**config.mk**
```make
export PLATFORM = sky130hd
export DESIGN_NAME = retransmit_timer_table_unit
export DESIGN_NICKNAME = d
export VERILOG_FILES = /design/src/rtl/rtxt_pkg.sv /design/src/rtl/rtxt_ctrl.sv /design/src/rtl/rtxt_dpath.sv /design/src/rtl/retransmit_timer_table_unit.sv
export SDC_FILE = /design/constraint.sdc
export NUM_CORES = 2
export LEC_CHECK = 0
export BUFFER_PORTS_ARGS = -buffer_cell sky130_fd_sc_hd__buf_2
export CELL_PAD_IN_SITES_DETAIL_PLACEMENT = 0
export CELL_PAD_IN_SITES_GLOBAL_PLACEMENT = 1
export CORE_MARGIN = 3
export CORE_UTILIZATION = 34
export CTS_CLUSTER_DIAMETER = 200
export DETAILED_ROUTE_END_ITERATION = 10
export GPL_TIMING_DRIVEN = 0
export HOLD_SLACK_MARGIN = 0.06
export PLACE_DENSITY_LB_ADDON = 0.1
export REMOVE_ABC_BUFFERS = 1
export SLEW_MARGIN = 10
export SYNTH_ARGS = -nofsm -noshare
export SYNTH_HDL_FRONTEND = slang
export SYNTH_HIERARCHICAL = 1
export SYNTH_SLANG_ARGS = --single-unit
```
**constraint.sdc**
```tcl
create_clock -name clk_i -period 9 [get_ports clk_i]
set_input_delay 0.45 -clock clk_i [delete_from_list [all_inputs] [get_ports clk_i]]
set_output_delay 0.45 -clock clk_i [all_outputs]
set_load 0.005 [all_outputs]
```
**src/rtl/rtxt_pkg.sv**
```systemverilog
package rtxt_pkg;

  // Table depth default and the per-tick resend cap
  localparam int unsigned TableSlotsDef = 16;
  localparam int unsigned MaxResults    = 16;
  localparam int unsigned CntW          = $clog2(MaxResults + 1);

  localparam logic [15:0] TimeoutReset = 16'd500;

  typedef enum logic [1:0] {
    CMD_SEND = 2'd0,
    CMD_ACK  = 2'd1,
    CMD_TICK = 2'd2,
    CMD_NOP  = 2'd3
  } cmd_e;

  typedef enum logic [2:0] {
    KIND_ASSIGNED = 3'd0,
    KIND_ACKED    = 3'd1,
    KIND_UNKNOWN  = 3'd2,
    KIND_RESEND   = 3'd3,
    KIND_FULL     = 3'd4
  } kind_e;

  typedef enum logic [1:0] {
    ST_IDLE  = 2'd0,
    ST_READ  = 2'd1,
    ST_EVAL  = 2'd2,
    ST_FLUSH = 2'd3
  } state_e;

  typedef struct packed {
    logic [15:0] seq;
    logic [7:0]  peer;
    logic [31:0] first_time;
    logic [31:0] last_time;
  } entry_t;

  // controller -> datapath
  typedef struct packed {
    logic load;
    logic rd_en;
    logic next_slot;
    logic commit_hit;
    logic commit_miss;
    logic flush;
  } ctl_t;

  // datapath -> controller
  typedef struct packed {
    cmd_e cmd;
    logic hit;
    logic last_slot;
    logic cap_hit;
    logic pend_valid;
    logic out_free;
  } sts_t;

endpackage

```
**src/rtl/rtxt_ctrl.sv**
```systemverilog
module rtxt_ctrl (
  input  logic             clk_i,
  input  logic             rst_ni,
  input  logic             in_valid_i,
  input  logic [1:0]       cmd_i,
  output logic             in_ready_o,
  input  rtxt_pkg::sts_t   sts_i,
  output rtxt_pkg::ctl_t   ctl_o
);
  import rtxt_pkg::*;

  state_e state_q, state_d;

  always_ff @(posedge clk_i or negedge rst_ni) begin
    if (!rst_ni) begin
      state_q <= ST_IDLE;
    end else begin
      state_q <= state_d;
    end
  end

  always_comb begin
    state_d    = state_q;
    ctl_o      = '0;
    in_ready_o = 1'b0;
    case (state_q)
      ST_IDLE: begin
        in_ready_o = 1'b1;
        if (in_valid_i) begin
          ctl_o.load = 1'b1;
          if (cmd_e'(cmd_i) != CMD_NOP) begin
            state_d = ST_READ;
          end
        end
      end
      ST_READ: begin
        ctl_o.rd_en = 1'b1;
        state_d     = ST_EVAL;
      end
      ST_EVAL: begin
        if (sts_i.cmd == CMD_TICK) begin
          if (sts_i.hit) begin
            // a held resend must move out before the new one takes its place
            if (!sts_i.pend_valid || sts_i.out_free) begin
              ctl_o.commit_hit = 1'b1;
              if (sts_i.cap_hit || sts_i.last_slot) begin
                state_d = ST_FLUSH;
              end else begin
                ctl_o.next_slot = 1'b1;
                state_d         = ST_READ;
              end
            end
          end else if (sts_i.last_slot) begin
            state_d = ST_FLUSH;
          end else begin
            ctl_o.next_slot = 1'b1;
            state_d         = ST_READ;
          end
        end else begin
          if (sts_i.hit) begin
            if (sts_i.out_free) begin
              ctl_o.commit_hit = 1'b1;
              state_d          = ST_IDLE;
            end
          end else if (sts_i.last_slot) begin
            if (sts_i.out_free) begin
              ctl_o.commit_miss = 1'b1;
              state_d           = ST_IDLE;
            end
          end else begin
            ctl_o.next_slot = 1'b1;
            state_d         = ST_READ;
          end
        end
      end
      ST_FLUSH: begin
        if (!sts_i.pend_valid) begin
          state_d = ST_IDLE;
        end else if (sts_i.out_free) begin
          ctl_o.flush = 1'b1;
          state_d     = ST_IDLE;
        end
      end
      default: begin
        state_d = ST_IDLE;
      end
    endcase
  end

endmodule

```
**src/rtl/rtxt_dpath.sv**
```systemverilog
module rtxt_dpath #(
  parameter int unsigned TableSlots = rtxt_pkg::TableSlotsDef
) (
  input  logic             clk_i,
  input  logic             rst_ni,
  input  rtxt_pkg::ctl_t   ctl_i,
  output rtxt_pkg::sts_t   sts_o,
  input  logic [1:0]       cmd_i,
  input  logic [15:0]      ack_id_i,
  input  logic [7:0]       dest_handle_i,
  input  logic             timeout_we_i,
  input  logic [15:0]      timeout_ticks_i,
  input  logic             out_ready_i,
  output logic             out_valid_o,
  output logic [2:0]       kind_o,
  output logic [15:0]      packet_id_o,
  output logic [7:0]       peer_tag_o,
  output logic [31:0]      rtt_ticks_o,
  output logic             last_o
);
  import rtxt_pkg::*;

  localparam int unsigned IdxW = (TableSlots > 1) ? $clog2(TableSlots) : 1;

  // control state
  cmd_e                  cmd_q;
  logic [31:0]           now_q;
  logic [15:0]           seq_q;
  logic [15:0]           timeout_q;
  logic [TableSlots-1:0] valid_q;
  logic [IdxW-1:0]       idx_q;
  logic [CntW-1:0]       cnt_q;
  logic                  pend_valid_q;
  logic                  out_valid_q, out_valid_d;

  // payload
  logic [15:0] ack_q;
  logic [7:0]  dest_q;
  entry_t      rdata_q;
  entry_t      mem [TableSlots];
  logic [15:0] pend_id_q;
  logic [7:0]  pend_peer_q;
  kind_e       out_kind_q, out_kind_d;
  logic [15:0] out_id_q, out_id_d;
  logic [7:0]  out_peer_q, out_peer_d;
  logic [31:0] out_rtt_q, out_rtt_d;
  logic        out_last_q, out_last_d;

  logic        out_load;
  logic        mem_we;
  entry_t      mem_wdata;
  logic [31:0] age;
  logic        due;
  logic        cur_valid;
  logic        hit;
  logic        is_send, is_ack, is_tick;

  assign is_send = (cmd_q == CMD_SEND);
  assign is_ack  = (cmd_q == CMD_ACK);
  assign is_tick = (cmd_q == CMD_TICK);

  assign age       = now_q - rdata_q.last_time;
  assign due       = age > {16'b0, timeout_q};
  assign cur_valid = valid_q[idx_q];

  always_comb begin
    case (cmd_q)
      CMD_SEND: hit = !cur_valid;
      CMD_ACK:  hit = cur_valid && (rdata_q.seq == ack_q);
      CMD_TICK: hit = cur_valid && due;
      default:  hit = 1'b0;
    endcase
  end

  assign sts_o.cmd        = cmd_q;
  assign sts_o.hit        = hit;
  assign sts_o.last_slot  = (idx_q == IdxW'(TableSlots - 1));
  assign sts_o.cap_hit    = (cnt_q == CntW'(MaxResults - 1));
  assign sts_o.pend_valid = pend_valid_q;
  assign sts_o.out_free   = !out_valid_q || out_ready_i;

  // table memory: one write, one registered read
  assign mem_we = ctl_i.commit_hit && (is_send || is_tick);

  always_comb begin
    mem_wdata = rdata_q;
    if (is_send) begin
      mem_wdata.seq        = seq_q;
      mem_wdata.peer       = dest_q;
      mem_wdata.first_time = now_q;
    end
    mem_wdata.last_time = now_q;
  end

  always_ff @(posedge clk_i) begin
    if (mem_we) begin
      mem[idx_q] <= mem_wdata;
    end
    if (ctl_i.rd_en) begin
      rdata_q <= mem[idx_q];
    end
  end

  always_ff @(posedge clk_i or negedge rst_ni) begin
    if (!rst_ni) begin
      cmd_q        <= CMD_NOP;
      now_q        <= '0;
      seq_q        <= '0;
      timeout_q    <= TimeoutReset;
      valid_q      <= '0;
      idx_q        <= '0;
      cnt_q        <= '0;
      pend_valid_q <= 1'b0;
      out_valid_q  <= 1'b0;
    end else begin
      if (timeout_we_i) begin
        timeout_q <= timeout_ticks_i;
      end
      if (ctl_i.load) begin
        cmd_q <= cmd_e'(cmd_i);
        idx_q <= '0;
        cnt_q <= '0;
        if (cmd_e'(cmd_i) == CMD_TICK) begin
          now_q <= now_q + 32'd1;
        end
      end
      if (ctl_i.next_slot) begin
        idx_q <= idx_q + IdxW'(1);
      end
      if (ctl_i.commit_hit) begin
        if (is_send) begin
          valid_q[idx_q] <= 1'b1;
          seq_q          <= seq_q + 16'd1;
        end
        if (is_ack) begin
          valid_q[idx_q] <= 1'b0;
        end
        if (is_tick) begin
          cnt_q        <= cnt_q + CntW'(1);
          pend_valid_q <= 1'b1;
        end
      end
      if (ctl_i.flush) begin
        pend_valid_q <= 1'b0;
      end
      out_valid_q <= out_valid_d;
    end
  end

  always_ff @(posedge clk_i) begin
    if (ctl_i.load) begin
      ack_q  <= ack_id_i;
      dest_q <= dest_handle_i;
    end
    if (ctl_i.commit_hit && is_tick) begin
      pend_id_q   <= rdata_q.seq;
      pend_peer_q <= rdata_q.peer;
    end
    if (out_load) begin
      out_kind_q <= out_kind_d;
      out_id_q   <= out_id_d;
      out_peer_q <= out_peer_d;
      out_rtt_q  <= out_rtt_d;
      out_last_q <= out_last_d;
    end
  end

  // output beat selection
  always_comb begin
    out_load   = 1'b0;
    out_kind_d = KIND_RESEND;
    out_id_d   = pend_id_q;
    out_peer_d = pend_peer_q;
    out_rtt_d  = '0;
    out_last_d = 1'b1;
    if (ctl_i.commit_hit) begin
      if (is_send) begin
        out_load   = 1'b1;
        out_kind_d = KIND_ASSIGNED;
        out_id_d   = seq_q;
        out_peer_d = dest_q;
      end else if (is_ack) begin
        out_load   = 1'b1;
        out_kind_d = KIND_ACKED;
        out_id_d   = ack_q;
        out_peer_d = rdata_q.peer;
        out_rtt_d  = now_q - rdata_q.first_time;
      end else begin
        // a newer resend follows, so the held one is not the final beat
        out_load   = pend_valid_q;
        out_last_d = 1'b0;
      end
    end else if (ctl_i.commit_miss) begin
      out_load = 1'b1;
      if (is_send) begin
        out_kind_d = KIND_FULL;
        out_id_d   = seq_q;
        out_peer_d = dest_q;
      end else begin
        out_kind_d = KIND_UNKNOWN;
        out_id_d   = ack_q;
        out_peer_d = '0;
      end
    end else if (ctl_i.flush) begin
      out_load = 1'b1;
    end
  end

  assign out_valid_d = (out_valid_q && !out_ready_i) || out_load;

  assign out_valid_o = out_valid_q;
  assign kind_o      = out_kind_q;
  assign packet_id_o = out_id_q;
  assign peer_tag_o  = out_peer_q;
  assign rtt_ticks_o = out_rtt_q;
  assign last_o      = out_last_q;

endmodule

```
**src/rtl/retransmit_timer_table_unit.sv**
```systemverilog
// Sequence: send/ack is accepted, then slots are read and evaluated to a hit or the end;
//   a tick scans to the last slot or resend cap, then flushes; a NOP is only accepted.
// Throughput: one item at a time, set by the single read port of the slot table
//   (read in ST_READ, evaluate in ST_EVAL); output back-pressure can stall the block.
// Reset (async, active low): time, sequence counter and all slot valid bits clear,
//   timeout returns to 500; no clearing pass, the block takes items right after reset.
module retransmit_timer_table_unit #(
  parameter int unsigned TABLE_SLOTS = rtxt_pkg::TableSlotsDef
) (
  input  logic        clk_i,
  input  logic        rst_ni,
  // command beats
  input  logic        in_valid_i,
  output logic        in_ready_o,
  input  logic [1:0]  cmd_i,
  input  logic [15:0] ack_id_i,
  input  logic [7:0]  dest_handle_i,
  // timeout register write
  input  logic        timeout_we_i,
  input  logic [15:0] timeout_ticks_i,
  // result beats
  output logic        out_valid_o,
  input  logic        out_ready_i,
  output logic [2:0]  kind_o,
  output logic [15:0] packet_id_o,
  output logic [7:0]  peer_tag_o,
  output logic [31:0] rtt_ticks_o,
  output logic        last_o
);
  import rtxt_pkg::*;

  // The controller walks the slot table one entry per read/evaluate pair:
  //  - send: stops at the lowest free slot, else reports the table full
  //  - ack:  stops at the lowest valid slot holding that id, else unknown
  //  - tick: visits slots to the last or the resend cap; each due entry restarts
  //          its timer and its resend is held one step so the final beat can carry last
  // The output register lets a finished beat wait while the scan goes on.
  ctl_t ctl;
  sts_t sts;

  rtxt_ctrl u_ctrl (
    .clk_i      (clk_i),
    .rst_ni     (rst_ni),
    .in_valid_i (in_valid_i),
    .cmd_i      (cmd_i),
    .in_ready_o (in_ready_o),
    .sts_i      (sts),
    .ctl_o      (ctl)
  );

  rtxt_dpath #(
    .TableSlots (TABLE_SLOTS)
  ) u_dpath (
    .clk_i           (clk_i),
    .rst_ni          (rst_ni),
    .ctl_i           (ctl),
    .sts_o           (sts),
    .cmd_i           (cmd_i),
    .ack_id_i        (ack_id_i),
    .dest_handle_i   (dest_handle_i),
    .timeout_we_i    (timeout_we_i),
    .timeout_ticks_i (timeout_ticks_i),
    .out_ready_i     (out_ready_i),
    .out_valid_o     (out_valid_o),
    .kind_o          (kind_o),
    .packet_id_o     (packet_id_o),
    .peer_tag_o      (peer_tag_o),
    .rtt_ticks_o     (rtt_ticks_o),
    .last_o          (last_o)
  );

endmodule

```
==> flow_summary.yaml <==
clock_tree:
  cts_tree: "yes"
  cts_buffers: 190
  worstSkewPairLatency_ns: 0.81
  cts.sinks: 1699
  clk_pin_slew_ns: 0.06
  root_buffer: "clkbuf_16"
  clk_path_buf_depth: 3
  cts_max_level: 4
global_routing:
  grt_overflow_total: 0
  antenna_found_initial: 2
  grt_pass1_vias: 36277
  gr-usage-all-layers_pct: 18.36
  grt_max_degree: 53
  grt_pass1_wl_um: 275500
yosys:
  ys_async_sr_fraction_pct: 5.592
  synth_seq_cells: 1699
  synth_seq_area_share_pct: 73.46
  synth_edf_count: 1604
  synth_ff_type: "edfxtp_1"
  synthCells: 3528
  synth_largest_area_cell: "edfxtp_1"
  netlist_area_um2: 68810
  synthTopCellsByArea: "edfxtp_1 70%, mux4_2 15%, dfrtp_1 3.2%, ha_1 1.6%, nand2_1 1.0%"
  yosys_warnings: 6
  synth_cell_types: 79
  synth_area_per_cell_um2: 19.50
  yosysTopAreaCellShare_pct: 70.00
floorplan:
  start_util_pct: 34.32
  core_um2: 200500
  dieArea_um2: 207800
  io_pins: 109
  die_w_um: 455.9
  rows: 164
  dieHeight_um: 455.9
drt:
  drt_pass1_iterations: 7
  drtIter0Drc: 2622
  routed_wl_um: 190700
  ant_nets: 0
  via_per_inst: 5.216
  drc: 0
  via_count: 35064
  wl_per_cell_um: 28.37
worst_setup_path:
  cp_slowest_cell: "dfrtp_1"
  worst_setup_path_end_kind: "register"
  critPathMaxStageDelay_ns: 0.69
  reg2reg_slack_ns: 0.61
  crit_top_cell: "buf_12"
  worst-path-max-fanout: 23
  cp.depth: 29
  worstSetupPathType: "register to register"
  r2r_end: "u_dpath/mem[13][49]"
  cp_num_buf_inv: 7
  path_delay_family: "compound AO/OA/AOI/OAI gates"
  r2r_cells: 29
  reg2reg_from: "u_dpath/now_q[5]"
  cp-start-kind: "register"
  worstPathRequired_ns: 9.50
  cp.arrival_ns: 8.89
hold_path:
  hold-path-cell-count: 3
  hold_class: "input pin to register"
  min_to: "u_dpath/timeout_q[2]"
  hp-start: "timeout_we_i"
timing:
  rsz0062_at_grt: "no"
  final_hold_viol_count: 0
  fmax_mhz: 119.1
  min_period_over_period_pct: 93.26
  slew_viol_final: 0
  fin_worst_skew_ns: 0.02973
  max_slew.worst_pin.slew_ns: 1.231
  relSlewSlack_pct: 17.77
  setup_viol: 0
  whs_ns: 0.1803
  period_needed_ns: 8.394
layout:
  drive_gt1_share_pct: 26.61
  final_nets: 4046
  areaGrowthSynthToFinish_pct: 20.18
  finalNonFillerCells: 6723
power:
  irDropWorstVdd_uv: 218.7
  power_density_nw_per_um2: 288.5
  power_w: 0.02386
  p_leak_nw: 27.02
placement:
  gp_congestion: 0.7501
  detailed_place_hpwl_um: 120800
  placed_cells: 6312
  io_buffer_count: 108
run_status:
  status: "finished, final reports clean"
flow_run:
  maxCapViolations: 0
cell usage in the layout, fill, tap and decap left out, types with 24 or more instances in the layout:
master,n
ha_1,88
xnor2_1,70
edfxtp_1,1604
clkbuf_1,44
dfrtp_1,78
clkinv_1,43
nand3_1,49
buf_16,70
a21oi_1,62
buf_2,107
nand2b_1,38
inv_1,119
xor2_1,26
dlygate4sd3_1,44
buf_12,88
nand2_1,183
nor2_1,98
clkinv_2,29
a31oi_1,31
clkbuf_16,194
mux4_2,445
o21ai_1,48
o21ai_0,94
buf_4,39
nand4_1,24
cell families (layout without fill, tap and decap cells):
group / count (synthesis) / in the layout / synth area share, %
buffers and inverters: 283 / 818 / 1.593
and+or+nand+nor: 507 / 507 / 3.496
adders and majority gates: 92 / 92 / 1.695
xor gates and xnor gates: 96 / 96 / 1.222
AOI/OAI and AO/OA: 373 / 373 / 3.466
muxes: 478 / 478 / 15.06
DFF: 1699 / 1699 / 73.46
other: 0 / 4 / 0
registers in the layout, indices dropped and copies added, names as in the netlist, 8 cells and up:
signal               count
u_dpath/pend_peer_q      8
u_dpath/peer_tag_o       8
u_dpath/packet_id_o     16
u_dpath/ack_q           16
u_dpath/pend_id_q       16
u_dpath/rtt_ticks_o     32
u_dpath/mem           1408
u_dpath/timeout_q       16
u_dpath/seq_q           16
u_dpath/rdata_q         88
u_dpath/dest_q           8
u_dpath/valid_q         16
u_dpath/now_q           32
through the flow:
stage / TNS (ns) / area (um^2) / utilization (%) / setup WS (ns)
CTS: 0 / 82560 / 41.18 / 0.008281
floorplan: - / 68170 / - / -13.49
finish: 0 / 82700 / 41.25 / 0.6062
global route: 0 / 82690 / 41.25 / 0.01974
detailed placement: -7.568 / 76090 / 37.95 / -0.1497
global placement: - / 72040 / 35.93 / -33.53
area by class of cell:
cell class                      count  area [um^2]
Clock buffer                      246         5130
Timing Repair Buffer              349         4969
Fill cell                       17632       117800
Inverter                          121        455.4
Multi-Input combinational cell   1546        17350
Antenna cell                        4        10.01
Clock inverter                    102        889.6
Sequential cell                  1699        50570
Tap cell                         2656         3323
worst register-to-register path, delay by kind of cell (launching register included):
kind                     cells  cell delay, ns
AO/OA/AOI/OAI               11            2.61
AND/OR/NAND/NOR              8            2.24
buffers and inverters        7            1.72
adder cells (fa/ha/maj)      2            0.73
flip-flops                   1            0.69
XOR/XNOR                     1            0.09
routing by layer:
| layer | part of all wire, % | GRT usage, % |
|---|---|---|
| met5 | 0 | 0 |
| met4 | 2.0 | 4.447 |
| met3 | 3.8 | 2.769 |
| met2 | 49 | 30.36 |
| met1 | 45 | 25.57 |
power by group:
part           internal (W)  switching, W
clock network       0.00442       0.00312
logic               0.00260       0.00332
registers            0.0100      0.000348
total                0.0171       0.00679
worst max path at each step:
stage / startpoint / slack (ns) / endpoint
after floorplan: u_dpath/idx_q[0] / -13.49 / u_dpath/mem[15][0]
after global placement: u_dpath/idx_q[0] / -33.53 / u_dpath/mem[15][67]
after detailed placement: u_dpath/now_q[0] / -0.15 / u_dpath/peer_tag_o[1]
after CTS: u_dpath/now_q[0] / 0.008 / u_dpath/mem[6][44]
after global routing: u_dpath/now_q[5] / 0.02 / u_dpath/mem[13][49]
final: u_dpath/now_q[5] / 0.61 / u_dpath/mem[13][49]
cells in the mapped netlist (7+ instances only):
master / count
edfxtp_1: 1604
mux4_2: 445
nand2_1: 184
o21ai_0: 135
inv_1: 119
nor2_1: 116
clkbuf_1: 111
ha_1: 90
dfrtp_1: 87
xnor2_1: 70
a21oi_1: 62
nand3_1: 49
nand2b_1: 38
a31oi_1: 31
buf_1: 30
xor2_1: 26
nand4_1: 24
a21o_1: 22
mux2i_1: 22
nor3_1: 22
buf_2: 18
and3_1: 17
nor2b_1: 14
o21a_1: 14
a211oi_1: 10
o211ai_1: 10
o221ai_1: 10
and2_1: 9
mux2_2: 9
o21bai_1: 9
dfstp_2: 8
o21ai_1: 8
nor4_1: 7
o31ai_1: 7
repair_timing:
item	4_1_cts	5_1_grt
gates resized for setup	2	5
buffers inserted	0	15
hold buffers	44	0
pin swaps	1	4
endpoints found under the setup margin	72	874
gates cloned	0	0
hold endpoints to repair	135	0
No activity file was read; power rests on OpenSTA's default activity.
